### config.mk
export PLATFORM = sky130hd
export DESIGN_NAME = ljp_sqrt_cell
export DESIGN_NICKNAME = d
export VERILOG_FILES = /design/src/sv/ljp_pkg.sv /design/src/sv/ljp_sqrt_cell.sv
export SDC_FILE = /design/constraint.sdc
export NUM_CORES = 1
export LEC_CHECK = 0
export BUFFER_PORTS_ARGS = -buffer_cell sky130_fd_sc_hd__clkbuf_2
export CORE_MARGIN = 2
export CORE_UTILIZATION = 25
export CTS_CLUSTER_SIZE = 20
export DETAILED_ROUTE_END_ITERATION = 6
export PLACE_DENSITY_LB_ADDON = 0.2
export SLEW_MARGIN = 20
export SYNTH_ARGS = -nofsm -noshare
export SYNTH_HDL_FRONTEND = slang
export SYNTH_SLANG_ARGS = --single-unit
### constraint.sdc
create_clock -name aclk -period 7.8 [get_ports aclk]
set_clock_uncertainty 0.15 [all_clocks]
set_input_delay 0 -clock aclk [delete_from_list [all_inputs] [get_ports aclk]]
set_output_delay 0 -clock aclk [all_outputs]
set_load 0.01 [all_outputs]
### src/sv/ljp_pkg.sv
// Shared types, constants and helpers for the Lennard-Jones pair energy pipeline.
// Used by every module of lj_pair_energy_min_image; no dependencies.
package ljp_pkg;

    localparam int FRAC_BITS   = 16;
    localparam int ENERGY_FRAC = 24;
    localparam int ESHIFT      = 30 + FRAC_BITS - ENERGY_FRAC;
    localparam int SQRT_CELLS  = 32;
    localparam int DIV_CELLS   = 64;

    localparam logic [31:0] BOX_RESET = 32'(10) << FRAC_BITS;
    localparam logic [31:0] EPS_RESET = 32'(1) << FRAC_BITS;
    localparam logic [31:0] SIG_RESET = 32'(1) << FRAC_BITS;

    localparam logic [47:0] ENERGY_MAX = 48'h7FFF_FFFF_FFFF;
    localparam logic [63:0] ENERGY_MAX_W = 64'h0000_7FFF_FFFF_FFFF;
    localparam logic [63:0] ENERGY_NEG_W = 64'h0000_8000_0000_0000;

    typedef enum logic [1:0] {
        REG_BOX_LENGTH     = 2'd0,
        REG_WELL_DEPTH     = 2'd1,
        REG_CONTACT_RADIUS = 2'd2
    } reg_idx_t;

    typedef struct packed {
        logic        v;
        logic        flag;
        logic [31:0] distance;
    } tag_t;

    typedef struct packed {
        logic        v;
        logic        flag;
        logic        clip;
        logic        neg;
        logic [31:0] distance;
        logic [63:0] q;
        logic [63:0] r;
    } side_t;

    typedef struct packed {
        logic        saturated;
        logic [47:0] energy;
        logic [31:0] distance;
    } res_t;

    function automatic logic [63:0] q32_sel(input logic [127:0] p);
        return (p[127:96] != 32'd0) ? 64'hFFFF_FFFF_FFFF_FFFF : p[95:32];
    endfunction

    function automatic logic q32_clip(input logic [127:0] p);
        return p[127:96] != 32'd0;
    endfunction

endpackage

### src/sv/ljp_sqrt_cell.sv
// One digit cell of the square-root chain: one result bit per cell.
// Depends on ljp_pkg.
module ljp_sqrt_cell (
    input  logic           aclk,
    input  logic           aresetn,
    input  logic           en,
    input  logic [63:0]    rad_in,
    input  logic [33:0]    rem_in,
    input  logic [31:0]    root_in,
    input  ljp_pkg::tag_t  tag_in,
    output logic [63:0]    rad_reg,
    output logic [33:0]    rem_reg,
    output logic [31:0]    root_reg,
    output ljp_pkg::tag_t  tag_reg
);
    import ljp_pkg::*;

    logic [34:0] rem_sh;
    logic [34:0] trial;
    logic        ge;

    always_comb begin
        rem_sh = {rem_in[32:0], rad_in[63:62]};
        trial  = {1'b0, root_in, 2'b01};
        ge     = rem_sh >= trial;
    end

    always_ff @(posedge aclk) begin
        if (!aresetn) begin
            tag_reg.v <= 1'b0;
        end else if (en) begin
            tag_reg  <= tag_in;
            rad_reg  <= {rad_in[61:0], 2'b00};
            rem_reg  <= ge ? 34'(rem_sh - trial) : rem_sh[33:0];
            root_reg <= {root_in[30:0], ge};
        end
    end

endmodule

==> metrics.md <==
| Metric | Value |
|---|---|
| GRT Total Usage | `0.143` |
| DRC | `0` |
| 1st-iter DRT viols | `240` |
| Fin crit period | `3.62 ns` |
| Final wirelength | `22100 um` |
| CP Class | `in2reg` |
| Max IR drop VDD | `0.000110 V` |
| Setup crit end kind | `flop` |
| Sequential cell area | `4850 sq um` |
| Vias | `6014` |
| Post-CTS sizing | `0` |
| Wirelength per Cell | `15.5 um` |
| CTS Buffer Depth | `2` |
| Largest net degree at the start of global routing | `79` |
| Largest register FFs | `62` |
| CTS tree | `done` |
| Power per cell area | `201 nW/um^2` |
| # rows | `62` |
| Utilization after layout | `0.403` |
| Dpl ws | `4.26 ns` |
| Initial Util | `0.254` |
| Cells after Synth | `532` |
| Worst setup margin | `4.18 ns` |
| Total setup buffers inserted after CTS | `0` |
| Worst hold slack | `0.0586 ns` |
| Die span in x | `175 um` |
| Ranking of synthesized cells by area | `edfxtp_1 (66%), ha_1 (5.8%), o21ai_0 (2.7%), nand2_1 (2.3%), inv_1 (2.1%)` |
| Max-cap violations | `0` |
| Seq/Total Area, Yosys | `0.663` |
| Net Sw Frac | `0.281` |
| Final instance area | `11600 sq um` |
| Seq cells post-synth | `162` |
| Yosys top cell by area | `edfxtp_1` |
| Worst Tran Pin Value | `0.994 ns` |
| Final Max Tran Viols | `0` |
| Vias in the first global route | `6071` |
| Clock Latency Late Sink | `0.43 ns` |
| Final hold violations | `0` |
| Placeable Area | `28800 sq um` |
| Clock power frac | `0.355` |
| Crit path launch type | `input port` |
| GRT overflow | `0` |
| Die H | `175 um` |
| Worst slew margin | `0.337` |
| Crit path DAT | `3.66 ns` |
| RSZ-0062 raised after global routing | `no` |
| Via/cell ratio | `4.22` |
| Fillcell total | `2779` |
| Final-stage net count | `1230` |
| Clk sinks | `162` |
| # diodes | `0` |
| Mean Syn Cell Area | `13.8 sq um` |
| Internal | `1.68 mW` |
| CP max FO | `24` |
| Logic pwr share | `0.192` |
| First-pass GRT wire length | `33600 um` |
| Mapped Area | `7320 sq um` |
| Die Area | `30700 sq um` |
| H-tree lvl count | `4` |
| Status | `finished clean` |
| Final ANT Viol Nets | `0` |
| Ys async rst share | `0` |
| Num CTS Buffers | `17` |
| WP data required | `7.84 ns` |
| Placement Cell Area | `9390 sq um` |
| I/O pin count | `331` |
| Multi-input gate area | `2230 sq um` |
| Number of port buffers | `327` |
| Initial antenna violation count | `0` |
| Synth warn | `0` |
| TNS Setup | `0 ns` |
| Synth top area share | `0.660` |
| Fmax | `276 MHz` |
| Share of layout cells above drive strength 1 | `0.366` |
| GPL Wtd Cong | `0.778` |
| Setup violators final | `0` |
| Tightest Hold Check Type | `in2reg` |
| Leakage | `5.05 nW` |
| Root buf cell | `clkbuf_16` |
| Post-DP HPWL | `16500 um` |
| Count of cell types in the netlist | `62` |
| DRT Pass-1 Iters | `4` |
| Clock-pin slew on the worst setup and hold paths | `0.08 ns` |
| NetSw | `0.654 mW` |
| Reg power frac | `0.452` |
| Final period util | `0.464` |
| EDFF count, synth | `161` |
| Area Overhead vs Synth | `58.4%` |
| Top_reg_cell synth | `edfxtp_1` |
==> repair_timing <==
item | 4_1_cts | 5_1_grt
hold buffers | 164 | 0
hold endpoints to repair | 172 | 0
setup endpoints to repair | 0 | 0
==> cells by family (layout without fill, tap and decap cells) <==
| group | count (synthesis) | in the layout | share of synthesized area |
|---|---|---|---|
| buf+inv | 59 | 568 | 0.0343 |
| other cells | 1 | 2 | 0.000512 |
| mux | 3 | 3 | 0.00495 |
| flops | 162 | 162 | 0.663 |
| compound gates | 133 | 133 | 0.127 |
| xor+xnor | 28 | 28 | 0.0335 |
| simple gates | 112 | 112 | 0.0793 |
| fa+ha+maj | 34 | 34 | 0.0581 |
==> critical path, cell delays in order <==
cell	delay, ns
dlygate4sd3_1	0.52
clkbuf_2	0.11
inv_1	0.04
ha_1	0.34
a21oi_1	0.23
o21ai_0	0.22
a221oi_4	0.42
o211ai_2	0.18
and2_2	0.28
a31oi_4	0.56
o21ai_0	0.16
dlygate4sd3_1	0.58
==> cell type report <==
| cell class | count | area share |
|---|---|---|
| Inverter | 42 | 0.0136 |
| Multi-Input combinational cell | 312 | 0.193 |
| Timing Repair Buffer | 494 | 0.285 |
| Sequential cell | 162 | 0.418 |
| Clock buffer | 18 | 0.0370 |
| Tap cell | 384 | 0.0414 |
| Clock inverter | 14 | 0.0125 |
==> path summary, 6_finish.rpt <==
path / from / to / slack [ns] / cells past startpoint
worst max-delay path: root_in[6] / rem_reg[1] / 4.18 / 12
worst max register to register: tag_reg[33] / tag_reg[33] / 6.48 / 3
worst min-delay path: rem_in[32] / rem_reg[0] / 0.06 / 5
worst min register to register: tag_reg[33] / tag_reg[33] / 0.96 / 3
==> power groups by stage <==
stage | clock network [mW] | registers [mW] | logic (mW)
2_1_floorplan | 0 | 1.12 | 0.185
3_3_place_gp | 0 | 1.07 | 0.385
3_5_place_dp | 0 | 1.07 | 0.385
4_1_cts | 0.865 | 1.06 | 0.456
5_1_grt | 0.898 | 1.06 | 0.496
6_report | 0.829 | 1.06 | 0.448
==> layer usage <==
| layer | part of all wire | up-vias | track usage | wire length [um] |
|---|---|---|---|---|
| met5 | 0 | - | 0 | 0 |
| met4 | 0.011 | 0 | 0.0385 | 233 |
| met3 | 0.071 | 16 | 0.0409 | 1560 |
| met2 | 0.49 | 194 | 0.243 | 10800 |
| met1 | 0.43 | 2827 | 0.176 | 9520 |
| li1 | - | 2977 | - | - |
==> synth_stat cells, drive strengths merged, types with 3 or more instances <==
cell and instances:
and4 7, nor2 10, a21o 20, or2 3, nor3 4, a211oi 4, clkbuf 10, nor2b 5
edfxtp 161, nand2 45, nand2b 6, buf 7, xor2 13, o211ai 5, o21a 3, a211o 3
a21oi 29, o21bai 7, o21ai 41, and3 8, nand3 10, nand4 4, ha 34, a221oi 3
and2 7, xnor2 15, a31oi 3, inv 42
==> layout by cell type, fill, tap and decap left out, types with 5 or more instances in the layout <==
master         Yosys  routed
dlygate4sd3_1      0     164
nand2b_1           6       6
and4_1             5       5
edfxtp_1         161     161
and3_1             6       6
o21bai_1           7       7
nor2b_1            5       5
o21ai_0           40      40
nor2_1            10      10
ha_1              34      34
xnor2_1           15      15
clkbuf_2           4     327
a21oi_1           29      29
and2_1             6       5
a21o_1            20      20
nand2_1           45      45
nand3_1           10      10
xor2_1            13      13
inv_1             41      41
clkbuf_16          0      17
==> metrics by stage <==
| step | std cells | total power [mW] |
|---|---|---|
| 2_1_floorplan | 533 | 1.30 |
| 3_3_place_gp | 1230 | 1.46 |
| 3_5_place_dp | 1230 | 1.46 |
| 4_1_cts | 1426 | 2.38 |
| 5_1_grt | 1426 | 2.46 |
| 6_report | 1426 | 2.33 |
Note: power is estimated with default switching activity, not from simulation.
