$ cat config.mk
export PLATFORM = sky130hd
export DESIGN_NAME = ljp_div_cell
export DESIGN_NICKNAME = d
export VERILOG_FILES = /design/src/sv/ljp_pkg.sv /design/src/sv/ljp_div_cell.sv
export SDC_FILE = /design/constraint.sdc
export NUM_CORES = 1
export LEC_CHECK = 0
export BUFFER_PORTS_ARGS = -buffer_cell sky130_fd_sc_hd__buf_2
export CORE_ASPECT_RATIO = 0.6
export CORE_MARGIN = 1.5
export CORE_UTILIZATION = 25
export DETAILED_ROUTE_END_ITERATION = 12
export GPL_TIMING_DRIVEN = 0
export SLEW_MARGIN = 25
export SYNTH_ARGS = -nofsm -noshare
export SYNTH_HDL_FRONTEND = slang
export SYNTH_SLANG_ARGS = --single-unit
$ cat constraint.sdc
create_clock -name aclk -period 4.7 [get_ports aclk]
set_input_delay 0.705 -clock aclk [delete_from_list [all_inputs] [get_ports aclk]]
set_output_delay 0.705 -clock aclk [all_outputs]
set_load 0.01 [all_outputs]
$ cat src/sv/ljp_pkg.sv
// Shared types, constants and helpers for the Lennard-Jones pair energy pipeline.
// Used by every module of lj_pair_energy_min_image; no dependencies.
package ljp_pkg;

    localparam int FRAC_BITS   = 16;
    localparam int ENERGY_FRAC = 24;
    localparam int ESHIFT      = 30 + FRAC_BITS - ENERGY_FRAC;
    localparam int SQRT_CELLS  = 32;
    localparam int DIV_CELLS   = 64;

    localparam logic [31:0] BOX_RESET = 32'(10) << FRAC_BITS;
    localparam logic [31:0] EPS_RESET = 32'(1) << FRAC_BITS;
    localparam logic [31:0] SIG_RESET = 32'(1) << FRAC_BITS;

    localparam logic [47:0] ENERGY_MAX = 48'h7FFF_FFFF_FFFF;
    localparam logic [63:0] ENERGY_MAX_W = 64'h0000_7FFF_FFFF_FFFF;
    localparam logic [63:0] ENERGY_NEG_W = 64'h0000_8000_0000_0000;

    typedef enum logic [1:0] {
        REG_BOX_LENGTH     = 2'd0,
        REG_WELL_DEPTH     = 2'd1,
        REG_CONTACT_RADIUS = 2'd2
    } reg_idx_t;

    typedef struct packed {
        logic        v;
        logic        flag;
        logic [31:0] distance;
    } tag_t;

    typedef struct packed {
        logic        v;
        logic        flag;
        logic        clip;
        logic        neg;
        logic [31:0] distance;
        logic [63:0] q;
        logic [63:0] r;
    } side_t;

    typedef struct packed {
        logic        saturated;
        logic [47:0] energy;
        logic [31:0] distance;
    } res_t;

    function automatic logic [63:0] q32_sel(input logic [127:0] p);
        return (p[127:96] != 32'd0) ? 64'hFFFF_FFFF_FFFF_FFFF : p[95:32];
    endfunction

    function automatic logic q32_clip(input logic [127:0] p);
        return p[127:96] != 32'd0;
    endfunction

endpackage

$ cat src/sv/ljp_div_cell.sv
// One restoring-division cell: one quotient bit per cell.
// Depends on ljp_pkg.
module ljp_div_cell (
    input  logic           aclk,
    input  logic           aresetn,
    input  logic           en,
    input  logic [31:0]    rem_in,
    input  logic [63:0]    dq_in,
    input  ljp_pkg::tag_t  tag_in,
    output logic [31:0]    rem_reg,
    output logic [63:0]    dq_reg,
    output ljp_pkg::tag_t  tag_reg
);
    import ljp_pkg::*;

    logic [32:0] rem2;
    logic        ge;

    always_comb begin
        rem2 = {rem_in, dq_in[63]};
        ge   = rem2 >= {1'b0, tag_in.distance};
    end

    always_ff @(posedge aclk) begin
        if (!aresetn) begin
            tag_reg.v <= 1'b0;
        end else if (en) begin
            tag_reg <= tag_in;
            rem_reg <= ge ? 32'(rem2 - {1'b0, tag_in.distance}) : rem2[31:0];
            dq_reg  <= {dq_in[62:0], ge};
        end
    end

endmodule

==> results of run 1 <==
[worst register-to-register path: stages, from the launching register on]
cell	delay, ps
dfxtp_1	310
mux2i_1	140
nor2b_1	60
[Yosys cell counts (6+ instances only)]
cell type,number,share of area (%)
xnor2_1,16,2.2
nand4_1,8,0.80
nand3_1,8,0.64
mux2_4,8,1.9
clkbuf_1,6,0.36
nand2b_1,7,0.70
edfxtp_1,129,62
a21o_1,8,0.96
nor2_1,37,2.2
o21ai_0,17,1.4
xor2_1,10,1.4
o31ai_1,7,0.84
a21oi_1,54,4.3
inv_1,46,2.8
o21a_1,6,0.72
nand2_1,24,1.4
ha_1,32,6.4
[report_power, final]
part	switching, mW	leakage [nW]	total (mW)	internal [mW]
clock	0.539	0.287	1.33	0.788
sequential	0.0184	1.22	1.41	1.39
combinational	0.355	2.24	0.617	0.262
total	0.913	3.75	3.35	2.44
[cells by family after synthesis]
| kind of cell | Yosys count | share of synthesized area [%] |
|---|---|---|
| mux | 11 | 2.40 |
| xor+xnor | 26 | 3.65 |
| fa+ha+maj | 33 | 6.73 |
| buf+inv | 63 | 4.55 |
| compound gates | 120 | 11.7 |
| simple gates | 109 | 8.58 |
| flops | 130 | 62.4 |
[cell usage in the layout, fill, tap and decap left out, types with 4 or more instances in the layout]
| cell | netlist | final |
|---|---|---|
| nand3_1 | 8 | 8 |
| o21bai_1 | 5 | 5 |
| xnor2_1 | 16 | 16 |
| a21o_1 | 8 | 8 |
| o21ai_0 | 17 | 17 |
| a21oi_1 | 54 | 54 |
| diode_2 | 0 | 4 |
| clkbuf_16 | 0 | 17 |
| nand2_1 | 24 | 24 |
| clkinv_4 | 0 | 4 |
| nand4_1 | 8 | 8 |
| edfxtp_1 | 129 | 129 |
| o31ai_1 | 7 | 7 |
| buf_2 | 5 | 267 |
| nor2_1 | 37 | 37 |
| o21ai_1 | 4 | 4 |
| mux2_4 | 8 | 8 |
| nand2b_1 | 7 | 7 |
| xor2_1 | 10 | 10 |
| clkbuf_1 | 6 | 7 |
| o21a_1 | 6 | 6 |
| ha_1 | 32 | 32 |
| buf_6 | 5 | 5 |
| inv_1 | 46 | 46 |
[area by class of cell]
cell class / count / area, sq um
Inverter: 46 / 173
Clock inverter: 14 / 155
Sequential cell: 130 / 3890
Tap cell: 322 / 403
Fill cell: 2461 / 15700
Multi-Input combinational cell: 299 / 2070
Clock buffer: 18 / 429
Timing Repair Buffer: 265 / 1370
Antenna cell: 4 / 10.0
Buffer: 17 / 111
[path summary, 6_finish.rpt]
check,start,endpoint,cells past startpoint
setup / recovery,tag_in[12],rem_reg[31],11
hold / removal,dq_in[2],dq_reg[3],1
setup reg to reg,tag_reg[33],tag_reg[33],2
hold reg to reg,tag_reg[33],tag_reg[33],2
[layer usage]
| layer | up-vias | track usage [%] | share of wire, % |
|---|---|---|---|
| met5 | - | 0 | 0.38 |
| met4 | 10 | 5.50 | 1.4 |
| met3 | 25 | 6.15 | 9.6 |
| met2 | 220 | 20.7 | 40 |
| met1 | 2274 | 20.6 | 49 |
| li1 | 2395 | - | - |
==> impl_metrics.toml, run 1 <==
[placement]
place.gp.congestion = 0.810
dp.cells = 1079
io_buffers = 262
dpl.hpwl_mm = 15.1
preCtsSetupSlack_ps = 1010
place_area_sq_mm = 0.00802

[yosys]
ys_warn_count = 0
synthFlopType = "edfxtp_1"
asyncSetResetFlopFracSynth_pct = 0
synth_area_sq_mm = 0.00624
avgSynthCellArea_sq_um = 12.7
synth_edf_count = 129
syn_nets = 658
synth_seq_area_share_pct = 62.4
ys_types = 50
netlist_instances = 492
synth-seq-cells = 130

[global_route]
antenna_found_initial = 9
grt_max_degree = 37
grt_pass1_vias = 4768
grt_first_pass_wirelength_mm = 28.5
grt-ovfl-total = 0
track_usage_pct = 14.9

[flow_run]
drv_cap = 0

[power]
p_leak_nw = 3.75
ir_drop_uv = 326
cellPowerDensity_mw_per_mm2 = 389
total_power_mw = 3.35

[final_layout]
area_delta_synth_final_pct = 38.0
layout-drive-gt1-share_pct = 40.8
utilization_pct = 35.4
design_area_sq_mm = 0.00861
fin_nets = 942
largest_reg_flops = 64
final_cells = 1115

[cts]
cts_tree = "yes"
cts-hold-fix-buffers = 0
clock_latency_ps = 430
root_buffer = "clkbuf_16"
cts_setup_buffers = 0
h-tree-depth = 4
clock_path_buffers = 2
path_clk_slew_ps = 60
clock_sink_count = 130
cts_made_buffers = 17
cts_resized = 0

[sta]
setup_violations = 0
setup_ws_ps = 1390
period_share_pct = 70.4
whs_ps = 442
finalClockSkew_ps = 0
drv_slew = 0
rsz0062_at_grt = "false"
tns_ps = 0
fin_crit_ps = 3310
tightest_slew_ps = 808
slew_headroom_pct = 46.0
max_freq_mhz = 302
hold_violations = 0

[floorplan]
floorplan.io_pins = 263
die_area_sq_mm = 0.0260
coreArea_sq_mm = 0.0243
fp.dieH_microns = 125
die_w_microns = 207
num_rows = 44
start_util_pct = 25.7

[route]
vias = 4924
ant_nets = 0
drt_iter0_drc = 266
drc = 0
avgRoutedWirePerCell_microns = 16.9
vias_per_cell = 4.42
first_pass_iters = 4
drt-total-wl_mm = 18.9

[setup_path]
cp_data_arrival_time_ps = 3490
path_class = "in2reg"
crit_top_cell = "a2111oi_0"
critPathLaunchType = "input pin"
endpoint_kind = "flip-flop"
path_max_fanout = 6
reg2reg_slack_ps = 4080
cp_data_required_time_ps = 4890
slowest_stage = "a2111oi_0"
crit_buf_inv = 2
crit_chain = "buf_2 > inv_1 > ha_1 > a21oi_1 > nand2_1 > a2111oi_0 > nor2_1 > a2111oi_0 > o31ai_1 > xor2_1 > mux2_4"
cp_top_family = "compound AO/OA/AOI/OAI gates"
critPathMaxStageDelay_ps = 630

[run_status]
status = "finished, final reports clean"

[worst_hold_path]
holdCritPathClass = "in2reg"
Note: power is estimated with default switching activity, not from simulation.
==> inputs of run 2 (changes only) <==
Settings changed: ABC_AREA from default to 1.
Clock period 4.7 ns to 2.78 ns, I/O delays scaled along.
==> run 2 against run 1 <==
Net effect:
- first-iteration DRC count increased by 42%
- worst setup slack worse by 900 ps
- area after synthesis grew 13%
- count of clock-buffer cells in the layout did not move
- global-route usage hardly changed
- design area increased by 9.8%
- combinational power rose by 78%
- hold slack lost 290 ps
- total power increased by 69%
- non-clock buffer count shrank 9
- die area is 12% higher
- critical path type unchanged
- largest power group unchanged
==> impl_metrics.toml, run 2 <==
[run_status]
status = "finished, final reports clean"

[route]
first_pass_iters = 5
drt-total-wl_mm = 21.5
drt_iter0_drc = 377
ant_nets = 0
vias_per_cell = 4.06
drc = 0
avgRoutedWirePerCell_microns = 14.8
vias = 5901

[power]
p_leak_nw = 4.73
cellPowerDensity_mw_per_mm2 = 599
ir_drop_uv = 369

[floorplan]
num_rows = 47
floorplan.io_pins = 263
die_w_microns = 219
start_util_pct = 25.5
fp.dieH_microns = 133
die_area_sq_mm = 0.0291
coreArea_sq_mm = 0.0276

[setup_path]
cp_data_required_time_ps = 2960
critPathMaxStageDelay_ps = 410
cp_data_arrival_time_ps = 2470
crit_top_cell = "nand2_1"
endpoint_kind = "flip-flop"
crit_chain = "buf_2 > inv_1 > ha_1 > fa_1 > inv_1 > nand3_1 > nand3_1 > nand3_1 > nand2_1 > nand2_1 > nand2_1 > nand2_1 > nand3_1 > nand2_1"
path_max_fanout = 3
slowest_stage = "fa_1"
path_class = "in2reg"
critPathLaunchType = "input pin"

[sta]
tightest_slew_ps = 509
max_freq_mhz = 436
finalClockSkew_ps = 0
slew_headroom_pct = 66.1
drv_slew = 0
rsz0062_at_grt = "false"
hold_violations = 0
period_share_pct = 82.4
setup_violations = 0
fin_crit_ps = 2290
setup_ws_ps = 489

[yosys]
synthFlopType = "edfxtp_1"
synth-seq-cells = 130
asyncSetResetFlopFracSynth_pct = 0
synth_top_cell_by_area = "edfxtp_1"
ys_warn_count = 0
ys_types = 28
synth_area_sq_mm = 0.00703
netlist_instances = 785
synth_top_area_share_pct = 55.1
synthTopCellsByCount = "298 x nand2_1, 152 x inv_1, 129 x edfxtp_1"
synth_area_leaders = "edfxtp_1 55%, nand2_1 16%, inv_1 8.1%"
syn_nets = 951
synth_edf_count = 129
yosysMostFrequentCell = "nand2_1"
avgSynthCellArea_sq_um = 8.95
synth_seq_area_share_pct = 55.4

[cts]
h-tree-depth = 4
path_clk_slew_ps = 60
clock_path_buffers = 2
clock_latency_ps = 430
cts_made_buffers = 17
cts-hold-fix-buffers = 0
cts_setup_buffers = 0
cts_resized = 0
clock_sink_count = 130
root_buffer = "clkbuf_16"
cts_tree = "yes"

[placement]
preCtsSetupSlack_ps = 113
io_buffers = 262
place_area_sq_mm = 0.00888
dpl.hpwl_mm = 17.5
place.gp.congestion = 0.853

[final_layout]
final_common_cell = "nand2_1"
mostFrequentLayoutCells = "297 x nand2_1, 263 x buf_2, 151 x inv_1"
design_area_sq_mm = 0.00946
fin_nets = 1236
largest_reg_flops = 64
layout-drive-gt1-share_pct = 30.5
area_delta_synth_final_pct = 34.6
utilization_pct = 34.3

[flow_run]
drv_cap = 0

[global_route]
grt_max_degree = 36
grt_pass1_vias = 5670
grt-ovfl-total = 0
antenna_found_initial = 6
grt_first_pass_wirelength_mm = 31.9
track_usage_pct = 14.9

[worst_hold_path]
holdCritPathClass = "in2reg"
run 2: cell count changes after synthesis, sizes merged, moves of 9 or more:
cell,before,now
nand2,24,313
inv,46,154
a21oi,55,22
nand3,8,38
o21ai,21,3
xnor2,16,1
nand3b,1,10
run 2: report_power, final:
| part | switching (mW) | total, mW | internal [mW] | leakage, nW |
|---|---|---|---|---|
| Clock | 0.881 | 2.19 | 1.31 | 0.260 |
| Combinational | 0.697 | 1.10 | 0.407 | 3.25 |
| Sequential | 0.0321 | 2.37 | 2.34 | 1.22 |
| Total | 1.61 | 5.67 | 4.06 | 4.73 |
run 2: path summary, 6_finish.rpt:
| kind | from | end | slack (ps) | cells past startpoint |
|---|---|---|---|---|
| setup / recovery | dq_in[63] | rem_reg[28] | 490 | 14 |
| hold / removal | dq_in[15] | dq_reg[16] | 150 | 1 |
| hold reg to reg | tag_reg[33] | tag_reg[33] | 550 | 2 |
| setup reg to reg | tag_reg[33] | tag_reg[33] | 2150 | 2 |
run 2: kinds of logic after synthesis:
logic type | share of synthesized area [%]
buffers and inverters | 9.30
AND/OR/NAND/NOR | 25.6
AO/OA/AOI/OAI | 1.99
XOR/XNOR | 1.75
flip-flops | 55.4
adder cells (fa/ha/maj) | 5.98
run 2: worst max-delay path: cells and delay by family:
| family | cells | cell delay [ps] |
|---|---|---|
| buffers and inverters | 3 | 270 |
| AND/OR/NAND/NOR | 9 | 1120 |
| adder cells (fa/ha/maj) | 2 | 650 |
run 2: stage by stage:
stage	TNS (ps)	power [mW]	hold WS [ps]	cells
final	0	5.67	153	1453
after global routing	0	5.99	123	1449
after CTS	0	5.77	119	1449
after detailed placement	0	3.52	534	1418
after global placement	-143020	3.50	516	1414
after floorplan	0	3.06	510	785
run 2: final cells by class:
type | instances | area [sq um]
clock buffers | 18 | 429
clock inverters | 13 | 136
repair buffers | 266 | 1390
multi-input cells | 494 | 2480
flip-flops and latches | 130 | 3890
well taps | 367 | 459
plain buffers | 7 | 72.6
inverters | 154 | 584
diodes | 4 | 10.0
fillers | 2920 | 18100
run 2: metal layers:
metal  wire length, microns  up-vias  global-route usage [%]
li1                       -     3048                       -
met1                  11300     2645                    22.4
met2                   8190      187                    19.5
met3                   1790       17                    5.63
met4                    187        4                    4.15
met5                     29        -                       0
==> inputs of run 3 (changes only) <==
Clock period 2.78 ns to 2 ns, I/O delays scaled along.
==> run 3 against run 2 <==
Net effect:
- first-iteration DRC count shrank 11%
- worst setup slack worse by 400 ps
- die area did not move
- hold slack worse by 120 ps
- count of clock-buffer cells in the layout shrank 1
- total power increased by 42%
- critical path depth unchanged
- core utilization grew 0.69 points
- critical path type unchanged
- critical endpoint unchanged
- largest cell class unchanged
- largest power group unchanged
==> impl_metrics.toml, run 3 (synthesis results as in run 2) <==
[final_layout]
layout-drive-gt1-share_pct = 32.7
fin_nets = 1239
largest_reg_flops = 64
final_cells = 1456
final_common_cell = "nand2_1"
area_delta_synth_final_pct = 37.3
fillers = 2923
utilization_pct = 35.0
mostFrequentLayoutCells = "292 x nand2_1, 262 x buf_2, 149 x inv_1"

[setup_path]
critPathLaunchType = "input pin"
r2r_cells = 2
slowest_stage = "fa_2"
crit_top_cell = "nand2_1"
reg2reg_slack_ps = 1380
crit_start = "dq_in[63]"
worstReg2RegEnd = "tag_reg[33]"
cp_data_required_time_ps = 2190
cp_data_arrival_time_ps = 2100
path_max_fanout = 3
critPathMaxStageDelay_ps = 380
endpoint = "rem_reg[28]"
rr_startpoint = "tag_reg[33]"
path_class = "in2reg"
crit_chain = "buf_2 > inv_1 > ha_1 > fa_2 > inv_2 > nand3_1 > nand3_2 > nand3_1 > nand2_2 > nand2_1 > nand2_1 > nand2_1 > nand3_1 > nand2_1"
endpoint_kind = "flip-flop"

[global_route]
grt-ovfl-total = 0
grt_pass1_vias = 5625
antenna_found_initial = 6
grt_first_pass_wirelength_mm = 31.9
track_usage_pct = 14.9
grt_max_degree = 36

[placement]
preCtsSetupSlack_ps = -536
dp.cells = 1418
io_buffers = 262
place.gp.congestion = 0.850
dpl.hpwl_mm = 17.3

[floorplan]
die_w_microns = 219
coreArea_sq_mm = 0.0276
start_util_pct = 25.5
die_area_sq_mm = 0.0291
fp.dieH_microns = 133
num_rows = 47
floorplan.io_pins = 263

[worst_hold_path]
holdCritPathClass = "in2reg"

[route]
vias_per_cell = 4.11
drt-total-wl_mm = 21.4
drc = 0
ant_nets = 0
avgRoutedWirePerCell_microns = 14.7
first_pass_iters = 5
drt_iter0_drc = 335
vias = 5985

[cts]
clock_sink_count = 130
clock_path_buffers = 2
root_buffer = "clkbuf_16"
path_clk_slew_ps = 60
clock_latency_ps = 440
h-tree-depth = 4
cts_made_buffers = 17
cts_tree = "yes"

[power]
total_power_mw = 8.05
p_leak_nw = 4.76
ir_drop_uv = 511
cellPowerDensity_mw_per_mm2 = 835

[sta]
hold_violations = 0
setup_violations = 0
rsz0062_at_grt = "true"
drv_slew = 0
tns_ps = 0
max_freq_mhz = 523
setup_ws_ps = 88.1
fin_crit_ps = 1910
slew_headroom_pct = 61.4
period_share_pct = 95.6
finalClockSkew_ps = 0
tightest_slew_ps = 578

[run_status]
status = "finished, final reports clean"

[flow_run]
drv_cap = 0
==> run 3: cell count changes in the layout (fill, tap and decap cells not counted), sizes merged <==
cell / delta
dlygate4sd3: +2
clkinv: +1
clkinvlp: -1
bufinv: +1
==> run 3: per-stage QoR <==
stage / instance area (sq um) / hold slack, ps
floorplan: 7050 / 393
global placement: 8820 / 477
detailed placement: 8900 / 478
CTS: 9520 / 0.0233
global route: 9640 / 3.06
finish: 9650 / 34.2
==> run 3: cell type report <==
type	instances	area (sq um)	share of cell area, %
diodes	4	10.0	0.104
plain buffers	7	75.1	0.778
clock buffers	17	425	4.41
clock inverters	14	163	1.69
inverters	154	584	6.06
multi-input cells	494	2610	27.1
flip-flops and latches	130	3890	40.4
well taps	367	459	4.76
repair buffers	269	1430	14.8
==> run 3: worst min-delay path by stage <==
stage / from / endpoint / slack (ps) / cells past startpoint
2_1_floorplan: en / tag_reg[33] / 390 / 1
3_3_place_gp: dq_in[47] / dq_reg[48] / 480 / 1
3_5_place_dp: dq_in[36] / dq_reg[37] / 480 / 1
4_1_cts: dq_in[33] / dq_reg[34] / 0.02 / 1
5_1_grt: dq_in[60] / dq_reg[61] / 3 / 1
6_report: dq_in[24] / dq_reg[25] / 30 / 1
==> run 3: what timing repair did <==
item                       CTS  global route
setup endpoints to repair    1            30
hold buffers                 2             0
resized for setup            2            28
pin swaps                    0             2
buffers inserted             0             1
gates cloned                 0             0
hold endpoints to repair     2             0
==> run 3: layer usage <==
metal,share of wire [%],GRT usage [%],vias up
met3,8.1,5.56,21
met2,38,18.9,184
met1,53,22.6,2713
met5,0.18,0,-
li1,-,-,3061
met4,1.1,4.26,6
==> run 3: critical path: cells and delay by family <==
family / cells / cell delay [ps]
AND/OR/NAND/NOR: 9 / 940
buffers and inverters: 3 / 220
adder cells (fa/ha/maj): 2 / 620
==> run 3: power by group <==
part / switching [mW] / internal, mW
Clock: 1.23 / 1.94
Sequential: 0.0459 / 3.26
Combinational: 0.984 / 0.596
